===== config.mk =====
export PLATFORM = sky130hd
export DESIGN_NAME = legendre_polynomial_eval
export DESIGN_NICKNAME = d
export VERILOG_FILES = /design/src/sv/lpe_pkg.sv /design/src/sv/lpe_mul_unit.sv /design/src/sv/lpe_div_unit.sv /design/src/sv/legendre_polynomial_eval.sv
export SDC_FILE = /design/constraint.sdc
export NUM_CORES = 2
export LEC_CHECK = 0
export ABC_AREA = 1
export BUFFER_PORTS_ARGS = -buffer_cell sky130_fd_sc_hd__buf_2
export CAP_MARGIN = 10
export CORE_ASPECT_RATIO = 0.9
export CORE_MARGIN = 5
export CORE_UTILIZATION = 60
export DETAILED_ROUTE_END_ITERATION = 16
export GPL_TIMING_DRIVEN = 0
export PLACE_DENSITY = 0.79
export SLEW_MARGIN = 20
export SYNTH_ARGS = -nofsm -noshare
export SYNTH_HDL_FRONTEND = slang
export SYNTH_SLANG_ARGS = --single-unit

===== constraint.sdc =====
create_clock -name clock -period 8.6 [get_ports clock]
set_clock_uncertainty 0.15 [all_clocks]
set_input_delay 1.29 -clock clock [delete_from_list [all_inputs] [get_ports clock]]
set_output_delay 1.29 -clock clock [all_outputs]
set_load 0.005 [all_outputs]

===== src/sv/lpe_pkg.sv =====
package lpe_pkg;

   // fixed-point format
   localparam int FRAC_BITS = 30;
   localparam int X_W       = 32;
   localparam int ORDER_W   = 6;
   localparam int ORDER_TOP = (1 << ORDER_W) - 1;
   localparam int RES_W     = 48;

   // a polynomial value in [-1,1] needs one bit above the binary point plus sign
   localparam int P_W = 32;
   localparam logic signed [P_W-1:0] ONE_FX = P_W'(1) <<< FRAC_BITS;

   // shared multiplier: magnitudes up to 2^31 by up to 2^30
   localparam int MUL_A_W = 33;
   localparam int MUL_B_W = 32;
   localparam int MUL_P_W = 63;
   localparam int MUL_R_W = 64;

   // recurrence numerator (2i-1)*x*P - (i-1)*P, below 2^38 in magnitude
   localparam int NUM_W  = 39;
   localparam int STEP_W = 38;
   // derivative numerator n*(x*P_n - P_{n-1}), below 2^37 in magnitude
   localparam int D_W = 38;

   // shared divider
   localparam int DVD_W  = 68;
   localparam int DVS_W  = 31;
   localparam int DCNT_W = 7;
   localparam logic [DCNT_W-1:0] STEP_BITS = DCNT_W'(STEP_W);
   localparam logic [DCNT_W-1:0] FULL_BITS = DCNT_W'(DVD_W);

   // function codes
   localparam logic FUNC_POLY  = 1'b0;
   localparam logic FUNC_DERIV = 1'b1;

   typedef struct packed {
      logic                    func;
      logic signed [X_W-1:0]   x_point;
      logic [ORDER_W-1:0]      order;
   } req_type;

   typedef struct packed {
      logic signed [RES_W-1:0] result;
      logic                    domain_error;
   } rsp_type;

   typedef struct packed {
      logic                      start;
      logic                      shift;
      logic signed [MUL_A_W-1:0] a;
      logic signed [MUL_B_W-1:0] b;
   } mul_cmd_type;

   typedef struct packed {
      logic                      done;
      logic signed [MUL_R_W-1:0] result;
   } mul_rsp_type;

   typedef struct packed {
      logic              start;
      logic [DVD_W-1:0]  dividend;
      logic [DVS_W-1:0]  divisor;
      logic [DCNT_W-1:0] bits;
   } div_cmd_type;

   typedef struct packed {
      logic             done;
      logic [DVD_W-1:0] quotient;
   } div_rsp_type;

endpackage


===== src/sv/lpe_mul_unit.sv =====
module lpe_mul_unit (
   input  logic                 clock,
   input  logic                 reset,
   input  lpe_pkg::mul_cmd_type cmd,
   output lpe_pkg::mul_rsp_type rsp
);
   import lpe_pkg::*;

   logic [MUL_A_W-2:0]        a_mag;
   logic [MUL_B_W-2:0]        b_mag;
   logic [MUL_P_W-1:0]        mag_ff, mag_in;
   logic                      neg_ff, neg_in;
   logic                      shift_ff, shift_in;
   logic                      v1_ff, v1_in;
   logic [MUL_P_W-1:0]        scaled;
   logic signed [MUL_R_W-1:0] res_ff, res_in;
   logic                      done_ff, done_in;

   // sign-magnitude operands
   assign a_mag = cmd.a[MUL_A_W-1] ? (MUL_A_W-1)'(-cmd.a) : cmd.a[MUL_A_W-2:0];
   assign b_mag = cmd.b[MUL_B_W-1] ? (MUL_B_W-1)'(-cmd.b) : cmd.b[MUL_B_W-2:0];

   // stage 1: magnitude product
   always_comb begin
      mag_in   = mag_ff;
      neg_in   = neg_ff;
      shift_in = shift_ff;
      v1_in    = cmd.start;
      if (cmd.start) begin
         mag_in   = MUL_P_W'(a_mag) * MUL_P_W'(b_mag);
         neg_in   = cmd.a[MUL_A_W-1] ^ cmd.b[MUL_B_W-1];
         shift_in = cmd.shift;
      end
   end

   // stage 2: when shift is set, drop the fraction bits (truncating the magnitude toward zero), then apply the sign
   assign scaled = shift_ff ? (mag_ff >> FRAC_BITS) : mag_ff;

   always_comb begin
      res_in  = res_ff;
      done_in = v1_ff;
      if (v1_ff) begin
         res_in = neg_ff ? -$signed({1'b0, scaled}) : $signed({1'b0, scaled});
      end
   end

   always_ff @(posedge clock) begin
      mag_ff   <= mag_in;
      neg_ff   <= neg_in;
      shift_ff <= shift_in;
      res_ff   <= res_in;
      if (reset) begin
         v1_ff   <= 1'b0;
         done_ff <= 1'b0;
      end else begin
         v1_ff   <= v1_in;
         done_ff <= done_in;
      end
   end

   assign rsp.done   = done_ff;
   assign rsp.result = res_ff;

endmodule


===== src/sv/lpe_div_unit.sv =====
module lpe_div_unit (
   input  logic                 clock,
   input  logic                 reset,
   input  lpe_pkg::div_cmd_type cmd,
   output lpe_pkg::div_rsp_type rsp
);
   import lpe_pkg::*;

   logic [DVS_W-1:0]  rem_ff, rem_in;
   logic [DVD_W-1:0]  quot_ff, quot_in;
   logic [DVS_W-1:0]  dvs_ff, dvs_in;
   logic [DCNT_W-1:0] cnt_ff, cnt_in;
   logic              run_ff, run_in;
   logic              done_ff, done_in;
   logic [DVS_W:0]    trial;
   logic              fits;

   // one restoring step: bring down the next dividend bit
   assign trial = {rem_ff, quot_ff[DVD_W-1]};
   assign fits  = (trial >= {1'b0, dvs_ff});

   always_comb begin
      rem_in  = rem_ff;
      quot_in = quot_ff;
      dvs_in  = dvs_ff;
      cnt_in  = cnt_ff;
      run_in  = run_ff;
      done_in = 1'b0;
      if (cmd.start) begin
         rem_in  = '0;
         quot_in = cmd.dividend;
         dvs_in  = cmd.divisor;
         cnt_in  = cmd.bits;
         run_in  = 1'b1;
      end else if (run_ff) begin
         rem_in  = fits ? DVS_W'(trial - {1'b0, dvs_ff}) : DVS_W'(trial);
         quot_in = {quot_ff[DVD_W-2:0], fits};
         cnt_in  = cnt_ff - 1'b1;
         if (cnt_ff == DCNT_W'(1)) begin
            run_in  = 1'b0;
            done_in = 1'b1;
         end
      end
   end

   always_ff @(posedge clock) begin
      rem_ff  <= rem_in;
      quot_ff <= quot_in;
      dvs_ff  <= dvs_in;
      cnt_ff  <= cnt_in;
      if (reset) begin
         run_ff  <= 1'b0;
         done_ff <= 1'b0;
      end else begin
         run_ff  <= run_in;
         done_ff <= done_in;
      end
   end

   assign rsp.done     = done_ff;
   assign rsp.quotient = quot_ff;

endmodule


===== src/sv/legendre_polynomial_eval.sv =====
// channel  | ports                     | direction | handshake
// ---------+---------------------------+-----------+----------------------------------
// request  | start, busy, req_payload  | in        | taken when start && !busy
// response | rsp_strobe, rsp_payload   | out       | valid for one cycle on rsp_strobe
//
// orders 0 and 1 answer in the cycle after the item is taken; the derivative at x = +-1
// answers once x*x is back from the multiplier; P_n needs n-1 recurrence steps, each
// three passes through the shared multiplier and a 38-bit pass through the shared divider;
// the derivative adds x*x up front, two more multiplies and a 68-bit final divide;
// synchronous reset returns the sequencer to idle; no result can be held off
module legendre_polynomial_eval #(
   parameter int MAX_ORDER = 63
) (
   input  logic             clock,
   input  logic             reset,
   input  logic             start,
   output logic             busy,
   input  lpe_pkg::req_type req_payload,
   output logic             rsp_strobe,
   output lpe_pkg::rsp_type rsp_payload
);
   import lpe_pkg::*;

   localparam int N_MAX = (MAX_ORDER < ORDER_TOP) ? MAX_ORDER : ORDER_TOP;
   localparam int N_W   = $clog2(N_MAX + 1);

   typedef enum logic [3:0] {
      ST_IDLE,
      ST_DEN,
      ST_XP,
      ST_K1,
      ST_K2,
      ST_DIV,
      ST_D1,
      ST_D2,
      ST_FDIV
   } state_type;

   state_type               state_ff, state_in;
   logic                    func_ff, func_in;
   logic signed [P_W-1:0]   x_ff, x_in;
   logic [N_W-1:0]          n_ff, n_in;
   logic [N_W-1:0]          i_ff, i_in;
   logic signed [P_W-1:0]   pm1_ff, pm1_in;
   logic signed [P_W-1:0]   pm2_ff, pm2_in;
   logic signed [NUM_W-1:0] t1_ff, t1_in;
   logic                    neg_ff, neg_in;
   logic [DVS_W-1:0]        den_ff, den_in;
   mul_cmd_type             mul_cmd_ff, mul_cmd_in;
   div_cmd_type             div_cmd_ff, div_cmd_in;
   logic                    rsp_valid_ff, rsp_valid_in;
   rsp_type                 rsp_ff, rsp_in;

   mul_rsp_type             mul_rsp;
   div_rsp_type             div_rsp;

   logic signed [P_W-1:0]     x_clamp;
   logic [N_W-1:0]            n_req;
   logic signed [P_W-1:0]     prod;
   logic signed [NUM_W-1:0]   term;
   logic signed [NUM_W-1:0]   num;
   logic [STEP_W-1:0]         num_mag;
   logic [STEP_W-1:0]         step_q;
   logic [P_W-1:0]            p_mag;
   logic signed [P_W-1:0]     p_new;
   logic signed [MUL_A_W-1:0] diff;
   logic signed [D_W-1:0]     dnum;
   logic [D_W-2:0]            d_mag;
   logic [DVD_W-1:0]          fq;
   logic                      fq_big;
   logic signed [RES_W-1:0]   fres;
   logic [N_W:0]              k_odd;

   function automatic mul_cmd_type mul_op(input logic shift,
                                          input logic signed [MUL_A_W-1:0] a,
                                          input logic signed [MUL_B_W-1:0] b);
      mul_cmd_type c;
      c.start = 1'b1;
      c.shift = shift;
      c.a     = a;
      c.b     = b;
      return c;
   endfunction

   // request conditioning: clamp x to [-1,1] and the order to its maximum
   assign x_clamp = (req_payload.x_point > ONE_FX)  ? ONE_FX :
                    (req_payload.x_point < -ONE_FX) ? -ONE_FX : req_payload.x_point;
   assign n_req   = (int'(req_payload.order) > N_MAX) ? N_W'(N_MAX)
                                                      : N_W'(req_payload.order);

   // multiplier results at the widths each step needs
   assign prod  = $signed(mul_rsp.result[P_W-1:0]);
   assign term  = $signed(mul_rsp.result[NUM_W-1:0]);
   assign dnum  = $signed(mul_rsp.result[D_W-1:0]);
   assign k_odd = {i_ff, 1'b0} - 1'b1;

   // recurrence numerator and its magnitude for the divider
   assign num     = t1_ff - term;
   assign num_mag = num[NUM_W-1] ? STEP_W'(-num) : num[STEP_W-1:0];

   // quotient by i, clamped to [-1,1]
   assign step_q = div_rsp.quotient[STEP_W-1:0];
   assign p_mag  = (step_q > STEP_W'(ONE_FX)) ? P_W'(ONE_FX) : step_q[P_W-1:0];
   assign p_new  = neg_ff ? -$signed(p_mag) : $signed(p_mag);

   // derivative numerator pieces
   assign diff  = {prod[P_W-1], prod} - {pm2_ff[P_W-1], pm2_ff};
   assign d_mag = dnum[D_W-1] ? (D_W-1)'(-dnum) : dnum[D_W-2:0];

   // final quotient saturated to the output range
   assign fq     = div_rsp.quotient;
   assign fq_big = |fq[DVD_W-1:RES_W-1];
   always_comb begin
      if (neg_ff) begin
         fres = fq_big ? {1'b1, {(RES_W-1){1'b0}}} : -$signed(fq[RES_W-1:0]);
      end else begin
         fres = fq_big ? {1'b0, {(RES_W-1){1'b1}}} : $signed(fq[RES_W-1:0]);
      end
   end

   // sequencer
   always_comb begin
      state_in         = state_ff;
      func_in          = func_ff;
      x_in             = x_ff;
      n_in             = n_ff;
      i_in             = i_ff;
      pm1_in           = pm1_ff;
      pm2_in           = pm2_ff;
      t1_in            = t1_ff;
      neg_in           = neg_ff;
      den_in           = den_ff;
      mul_cmd_in       = mul_cmd_ff;
      mul_cmd_in.start = 1'b0;
      div_cmd_in       = div_cmd_ff;
      div_cmd_in.start = 1'b0;
      rsp_valid_in     = 1'b0;
      rsp_in           = rsp_ff;
      unique case (state_ff)
         ST_IDLE: begin
            if (start) begin
               func_in             = req_payload.func;
               x_in                = x_clamp;
               n_in                = n_req;
               i_in                = N_W'(2);
               pm2_in              = ONE_FX;
               pm1_in              = x_clamp;
               rsp_in.domain_error = 1'b0;
               if (n_req == N_W'(0)) begin
                  rsp_valid_in  = 1'b1;
                  rsp_in.result = (req_payload.func == FUNC_POLY) ? RES_W'(ONE_FX) : '0;
               end else if (n_req == N_W'(1)) begin
                  rsp_valid_in  = 1'b1;
                  rsp_in.result = (req_payload.func == FUNC_POLY)
                                  ? {{(RES_W-P_W){x_clamp[P_W-1]}}, x_clamp}
                                  : RES_W'(ONE_FX);
               end else begin
                  mul_cmd_in = mul_op(1'b1, {x_clamp[P_W-1], x_clamp}, x_clamp);
                  state_in   = (req_payload.func == FUNC_POLY) ? ST_XP : ST_DEN;
               end
            end
         end
         // 1 - x*x, zero only at x = +-1
         ST_DEN: begin
            if (mul_rsp.done) begin
               if (prod == ONE_FX) begin
                  rsp_valid_in        = 1'b1;
                  rsp_in.result       = '0;
                  rsp_in.domain_error = 1'b1;
                  state_in            = ST_IDLE;
               end else begin
                  den_in     = DVS_W'(ONE_FX - prod);
                  mul_cmd_in = mul_op(1'b1, {x_ff[P_W-1], x_ff}, pm1_ff);
                  state_in   = ST_XP;
               end
            end
         end
         // (2i-1) * x*P_{i-1}
         ST_XP: begin
            if (mul_rsp.done) begin
               mul_cmd_in = mul_op(1'b0, {prod[P_W-1], prod}, MUL_B_W'(k_odd));
               state_in   = ST_K1;
            end
         end
         // (i-1) * P_{i-2}
         ST_K1: begin
            if (mul_rsp.done) begin
               t1_in      = term;
               mul_cmd_in = mul_op(1'b0, {pm2_ff[P_W-1], pm2_ff},
                                   MUL_B_W'(i_ff - 1'b1));
               state_in   = ST_K2;
            end
         end
         // divide the numerator magnitude by i
         ST_K2: begin
            if (mul_rsp.done) begin
               neg_in              = num[NUM_W-1];
               div_cmd_in.start    = 1'b1;
               div_cmd_in.dividend = DVD_W'({num_mag, {(DVD_W-STEP_W){1'b0}}});
               div_cmd_in.divisor  = DVS_W'(i_ff);
               div_cmd_in.bits     = STEP_BITS;
               state_in            = ST_DIV;
            end
         end
         // new P_i, then the next step or the finish
         ST_DIV: begin
            if (div_rsp.done) begin
               pm2_in = pm1_ff;
               pm1_in = p_new;
               if (i_ff == n_ff) begin
                  if (func_ff == FUNC_POLY) begin
                     rsp_valid_in        = 1'b1;
                     rsp_in.result       = {{(RES_W-P_W){p_new[P_W-1]}}, p_new};
                     rsp_in.domain_error = 1'b0;
                     state_in            = ST_IDLE;
                  end else begin
                     mul_cmd_in = mul_op(1'b1, {x_ff[P_W-1], x_ff}, p_new);
                     state_in   = ST_D1;
                  end
               end else begin
                  i_in       = i_ff + 1'b1;
                  mul_cmd_in = mul_op(1'b1, {x_ff[P_W-1], x_ff}, p_new);
                  state_in   = ST_XP;
               end
            end
         end
         // n * (x*P_n - P_{n-1})
         ST_D1: begin
            if (mul_rsp.done) begin
               mul_cmd_in = mul_op(1'b0, diff, MUL_B_W'(n_ff));
               state_in   = ST_D2;
            end
         end
         // divide by 1 - x*x, the magnitude of the negative x*x - 1, so the sign flips
         ST_D2: begin
            if (mul_rsp.done) begin
               neg_in              = ~dnum[D_W-1];
               div_cmd_in.start    = 1'b1;
               div_cmd_in.dividend = DVD_W'({d_mag, {FRAC_BITS{1'b0}}});
               div_cmd_in.divisor  = den_ff;
               div_cmd_in.bits     = FULL_BITS;
               state_in            = ST_FDIV;
            end
         end
         ST_FDIV: begin
            if (div_rsp.done) begin
               rsp_valid_in        = 1'b1;
               rsp_in.result       = fres;
               rsp_in.domain_error = 1'b0;
               state_in            = ST_IDLE;
            end
         end
         default: begin
            state_in = ST_IDLE;
         end
      endcase
   end

   always_ff @(posedge clock) begin
      func_ff    <= func_in;
      x_ff       <= x_in;
      n_ff       <= n_in;
      i_ff       <= i_in;
      pm1_ff     <= pm1_in;
      pm2_ff     <= pm2_in;
      t1_ff      <= t1_in;
      neg_ff     <= neg_in;
      den_ff     <= den_in;
      rsp_ff     <= rsp_in;
      if (reset) begin
         state_ff     <= ST_IDLE;
         rsp_valid_ff <= 1'b0;
         mul_cmd_ff   <= '0;
         div_cmd_ff   <= '0;
      end else begin
         state_ff     <= state_in;
         rsp_valid_ff <= rsp_valid_in;
         mul_cmd_ff   <= mul_cmd_in;
         div_cmd_ff   <= div_cmd_in;
      end
   end

   lpe_mul_unit u_mul (
      .clock (clock),
      .reset (reset),
      .cmd   (mul_cmd_ff),
      .rsp   (mul_rsp)
   );

   lpe_div_unit u_div (
      .clock (clock),
      .reset (reset),
      .cmd   (div_cmd_ff),
      .rsp   (div_rsp)
   );

   assign busy        = (state_ff != ST_IDLE);
   assign rsp_strobe  = rsp_valid_ff;
   assign rsp_payload = rsp_ff;

   // a result is only ever shown with the sequencer back at idle
   a_strobe_idle: assert property (@(posedge clock) disable iff (reset)
      rsp_strobe |-> !busy)
      else $error("result strobe while sequencer busy");

   // every taken item either answers at once or starts the sequencer
   a_accept_progress: assert property (@(posedge clock) disable iff (reset)
      (start && !busy) |=> (rsp_strobe || busy))
      else $error("taken item neither answered nor started");

   // a domain error always returns zero
   a_error_zero: assert property (@(posedge clock) disable iff (reset)
      (rsp_strobe && rsp_payload.domain_error) |-> (rsp_payload.result == '0))
      else $error("domain error with nonzero result");

   // the two shared units are never finishing in the same cycle
   a_units_exclusive: assert property (@(posedge clock) disable iff (reset)
      !(mul_rsp.done && div_rsp.done))
      else $error("multiplier and divider finished together");

endmodule

==> impl_metrics.toml <==
[global_routing]
grt_pass1_wl_microns = 420000
grt_max_degree = 56
antenna_found_initial = 12
grt_pass1_vias = 65379
grt_remaining_overflow = 0
grt_usage_pct = 45.9

[clock_network]
cts_tree = "built"
htree_levels = 2
cts_buffer_depth = 3
cts_sinks = 619
cts_hold_buf = 0
clk_pin_slew_ns = 0.07
root_buffer = "clkbuf_16"
clk_latency_ns = 0.66
numCtsBuffers = 58

[yosys]
synth-async-reset-ratio_pct = 0
syn-num-nets = 10182
ys_warn_count = 0
synth_most_common_cell = "nand2_1"
syn_area_per_cell_sq_um = 7.89
syn_area_sq_um = 70200
syn_inst = 8903
synthTopCellsByArea = "fa_1, edfxtp_1, nand2_1"
synth_seq_cells = 619
ys_types = 76
yosysTopAreaCell = "fa_1"
yosys.area.top_type_share_pct = 24.8
synth_enable_flop_cells = 439
synth-seq-area-share_pct = 23.9
ys_top_cells_by_count = "nand2_1, inv_1, nor2_1"
synth_flop_cell = "edfxtp_1"

[routing]
vias = 69120
drt-wirelength-per-cell_microns = 27.0
remaining_drc_errors = 0
drt_iter0_drc = 11455
via_per_inst = 6.28
firstDrtPassIters = 9
antenna_left = 0
routed_wl_microns = 297000

[setup_path]
slowest_stage = "fa_2"
rrSetupSlack_ns = -0.84
worst-path-stages = 36
cp_common_cell = "fa_1"
reg2regPathDepth = 36
path_class = "reg2reg"
worstSetupEndpointType = "register"
crit_buf_inv = 9
cp.arrival_ns = 9.66
path_delay_family = "adder cells"
crit_required_ns = 8.82
startpoint_type = "register"
crit_fanout = 10
max_stage_delay_ns = 0.61

[finish]
multi_input_area_sq_um = 48400
nFillCells = 9137
synthToLayoutAreaGrowth_pct = 17.1
layout.nets = 10644
final_util_pct = 70.6
drive_above_1_share_pct = 14.3
register_area_sq_um = 16800

[placed_design]
pre_cts_slack_ns = -3.71
place.gp.congestion = 1.11
hpwl_microns = 230000
port_buffers = 91

[hold_path]
hp-class = "reg2reg"
holdPathStages = 0

[timing]
slew_viol_final = 0
finalHoldViolations = 0
period_minus_slack_ns = 9.44
grt_setup_unrepaired = "yes"
min_period_over_period_pct = 110
setup_viol = 37
worst_pin_slew_ns = 1.34
whs_ns = 0.285
slew_headroom_pct = 9.78
fmax_mhz = 106
fin_ws_ns = -0.840

[run_status]
status = "finished with violations"
violations = "setup timing"

[flow_run]
max_cap_viol_count = 0

[die]
fp-row-count = 119
core_area_sq_um = 117000
io_pins = 93
start_util_pct = 60.2
die_w_microns = 371
die_h_microns = 335
die_area_sq_um = 124000
==> placed cells by master (no fill, tap or decap), types with 41 or more instances in the layout <==
cell       synthesis  layout
fa_2               0      41
o21ai_0          429     393
nand4_1           70      70
buf_4              1     227
a31oi_1           78      62
clkbuf_16          0      73
o211ai_1          57      57
nor2_4             4      49
inv_2             23      75
ha_4               0      45
buf_12             0      45
nor2_1           966     898
buf_2             60     123
nor3_1            99      96
buf_6             11      77
inv_1           1767    1683
fa_1             869     828
ha_1             368     320
nand2_1         1863    1772
nand3_1          343     332
edfxtp_1         439     439
a21oi_1          417     369
dfxtp_1          180     170
clkbuf_1         244     155
nand2_2           14      66
xor2_1           145     115
==> layer usage <==
metal  GRT usage (%)  vias to the layer above  share of wire (%)
li1                -                    28849                  -
met1            63.8                    33344                 37
met2            61.0                     5697                 39
met3            22.0                     1200                 18
met4            19.9                       30                5.9
met5               0                        -               0.12
==> registers in the layout, summed over array words and instances (netlist names), 7 cells and up <==
register,count
den_ff,31
div_cmd_ff,73
mul_cmd_ff,67
pm1_ff,32
pm2_ff,32
rsp_payload,49
t1_ff,39
u_div.cnt_ff,7
u_div.dvs_ff,31
u_div.quot_ff,68
u_div.rem_ff,31
u_mul.mag_ff,63
u_mul.res_ff,39
x_ff,32
==> per-stage QoR <==
stage	std cells	TNS [ns]	area [sq um]
after floorplan	8903	0	70200
after global placement	10567	-198.15	72700
after detailed placement	10583	-143.16	73100
after CTS	10855	-10.32	79600
after global routing	10988	-25.59	82200
final	10998	-19.04	82300
==> repair_timing <==
item,in CTS,in global routing
hold endpoints to repair,0,0
endpoints found under the setup margin,55,45
gates cloned,4,5
resized for setup,780,420
setup buffers,159,139
pin swaps,175,192
==> cell type report <==
type | instances | area share [%]
well taps | 1573 | 2.39
clock inverters | 35 | 0.640
clock buffers | 75 | 1.93
flip-flops and latches | 619 | 20.4
plain buffers | 321 | 2.75
diodes | 10 | 0.0304
repair buffers | 407 | 4.51
multi-input cells | 6150 | 58.8
inverters | 1808 | 8.48
==> cell families after synthesis <==
family / Yosys count / share of synthesized area [%]
and+or+nand+nor: 3536 / 21.0
buffers and inverters: 2134 / 11.6
adders and majority gates: 1237 / 31.3
AOI/OAI and AO/OA: 1173 / 9.51
DFF: 619 / 23.9
xor gates and xnor gates: 198 / 2.52
muxes: 6 / 0.114
==> worst reg2reg max path: cells and delay by family, from the launching register on <==
family                     cells  cell delay [ns]
xor gates and xnor gates       2             0.37
DFF                            1             0.36
and+or+nand+nor               10             1.36
AOI/OAI and AO/OA              5             1.08
adders and majority gates     10             4.50
buffers and inverters          9             1.36
==> worst paths after layout <==
kind | startpoint | endpoint
max | mul_cmd_ff[32]$_SDFFE_PP0P_ | u_mul.mag_ff[62]$_DFFE_PP_
min | div_cmd_ff[20]$_SDFFE_PP0P_ | u_div.dvs_ff[13]$_DFFE_PP_
max reg2reg | mul_cmd_ff[32]$_SDFFE_PP0P_ | u_mul.mag_ff[62]$_DFFE_PP_
min reg2reg | div_cmd_ff[20]$_SDFFE_PP0P_ | u_div.dvs_ff[13]$_DFFE_PP_
Power is left out: the tool's default activity adds up to more than one toggle a clock period on the data nets, which glitch-free logic cannot reach.
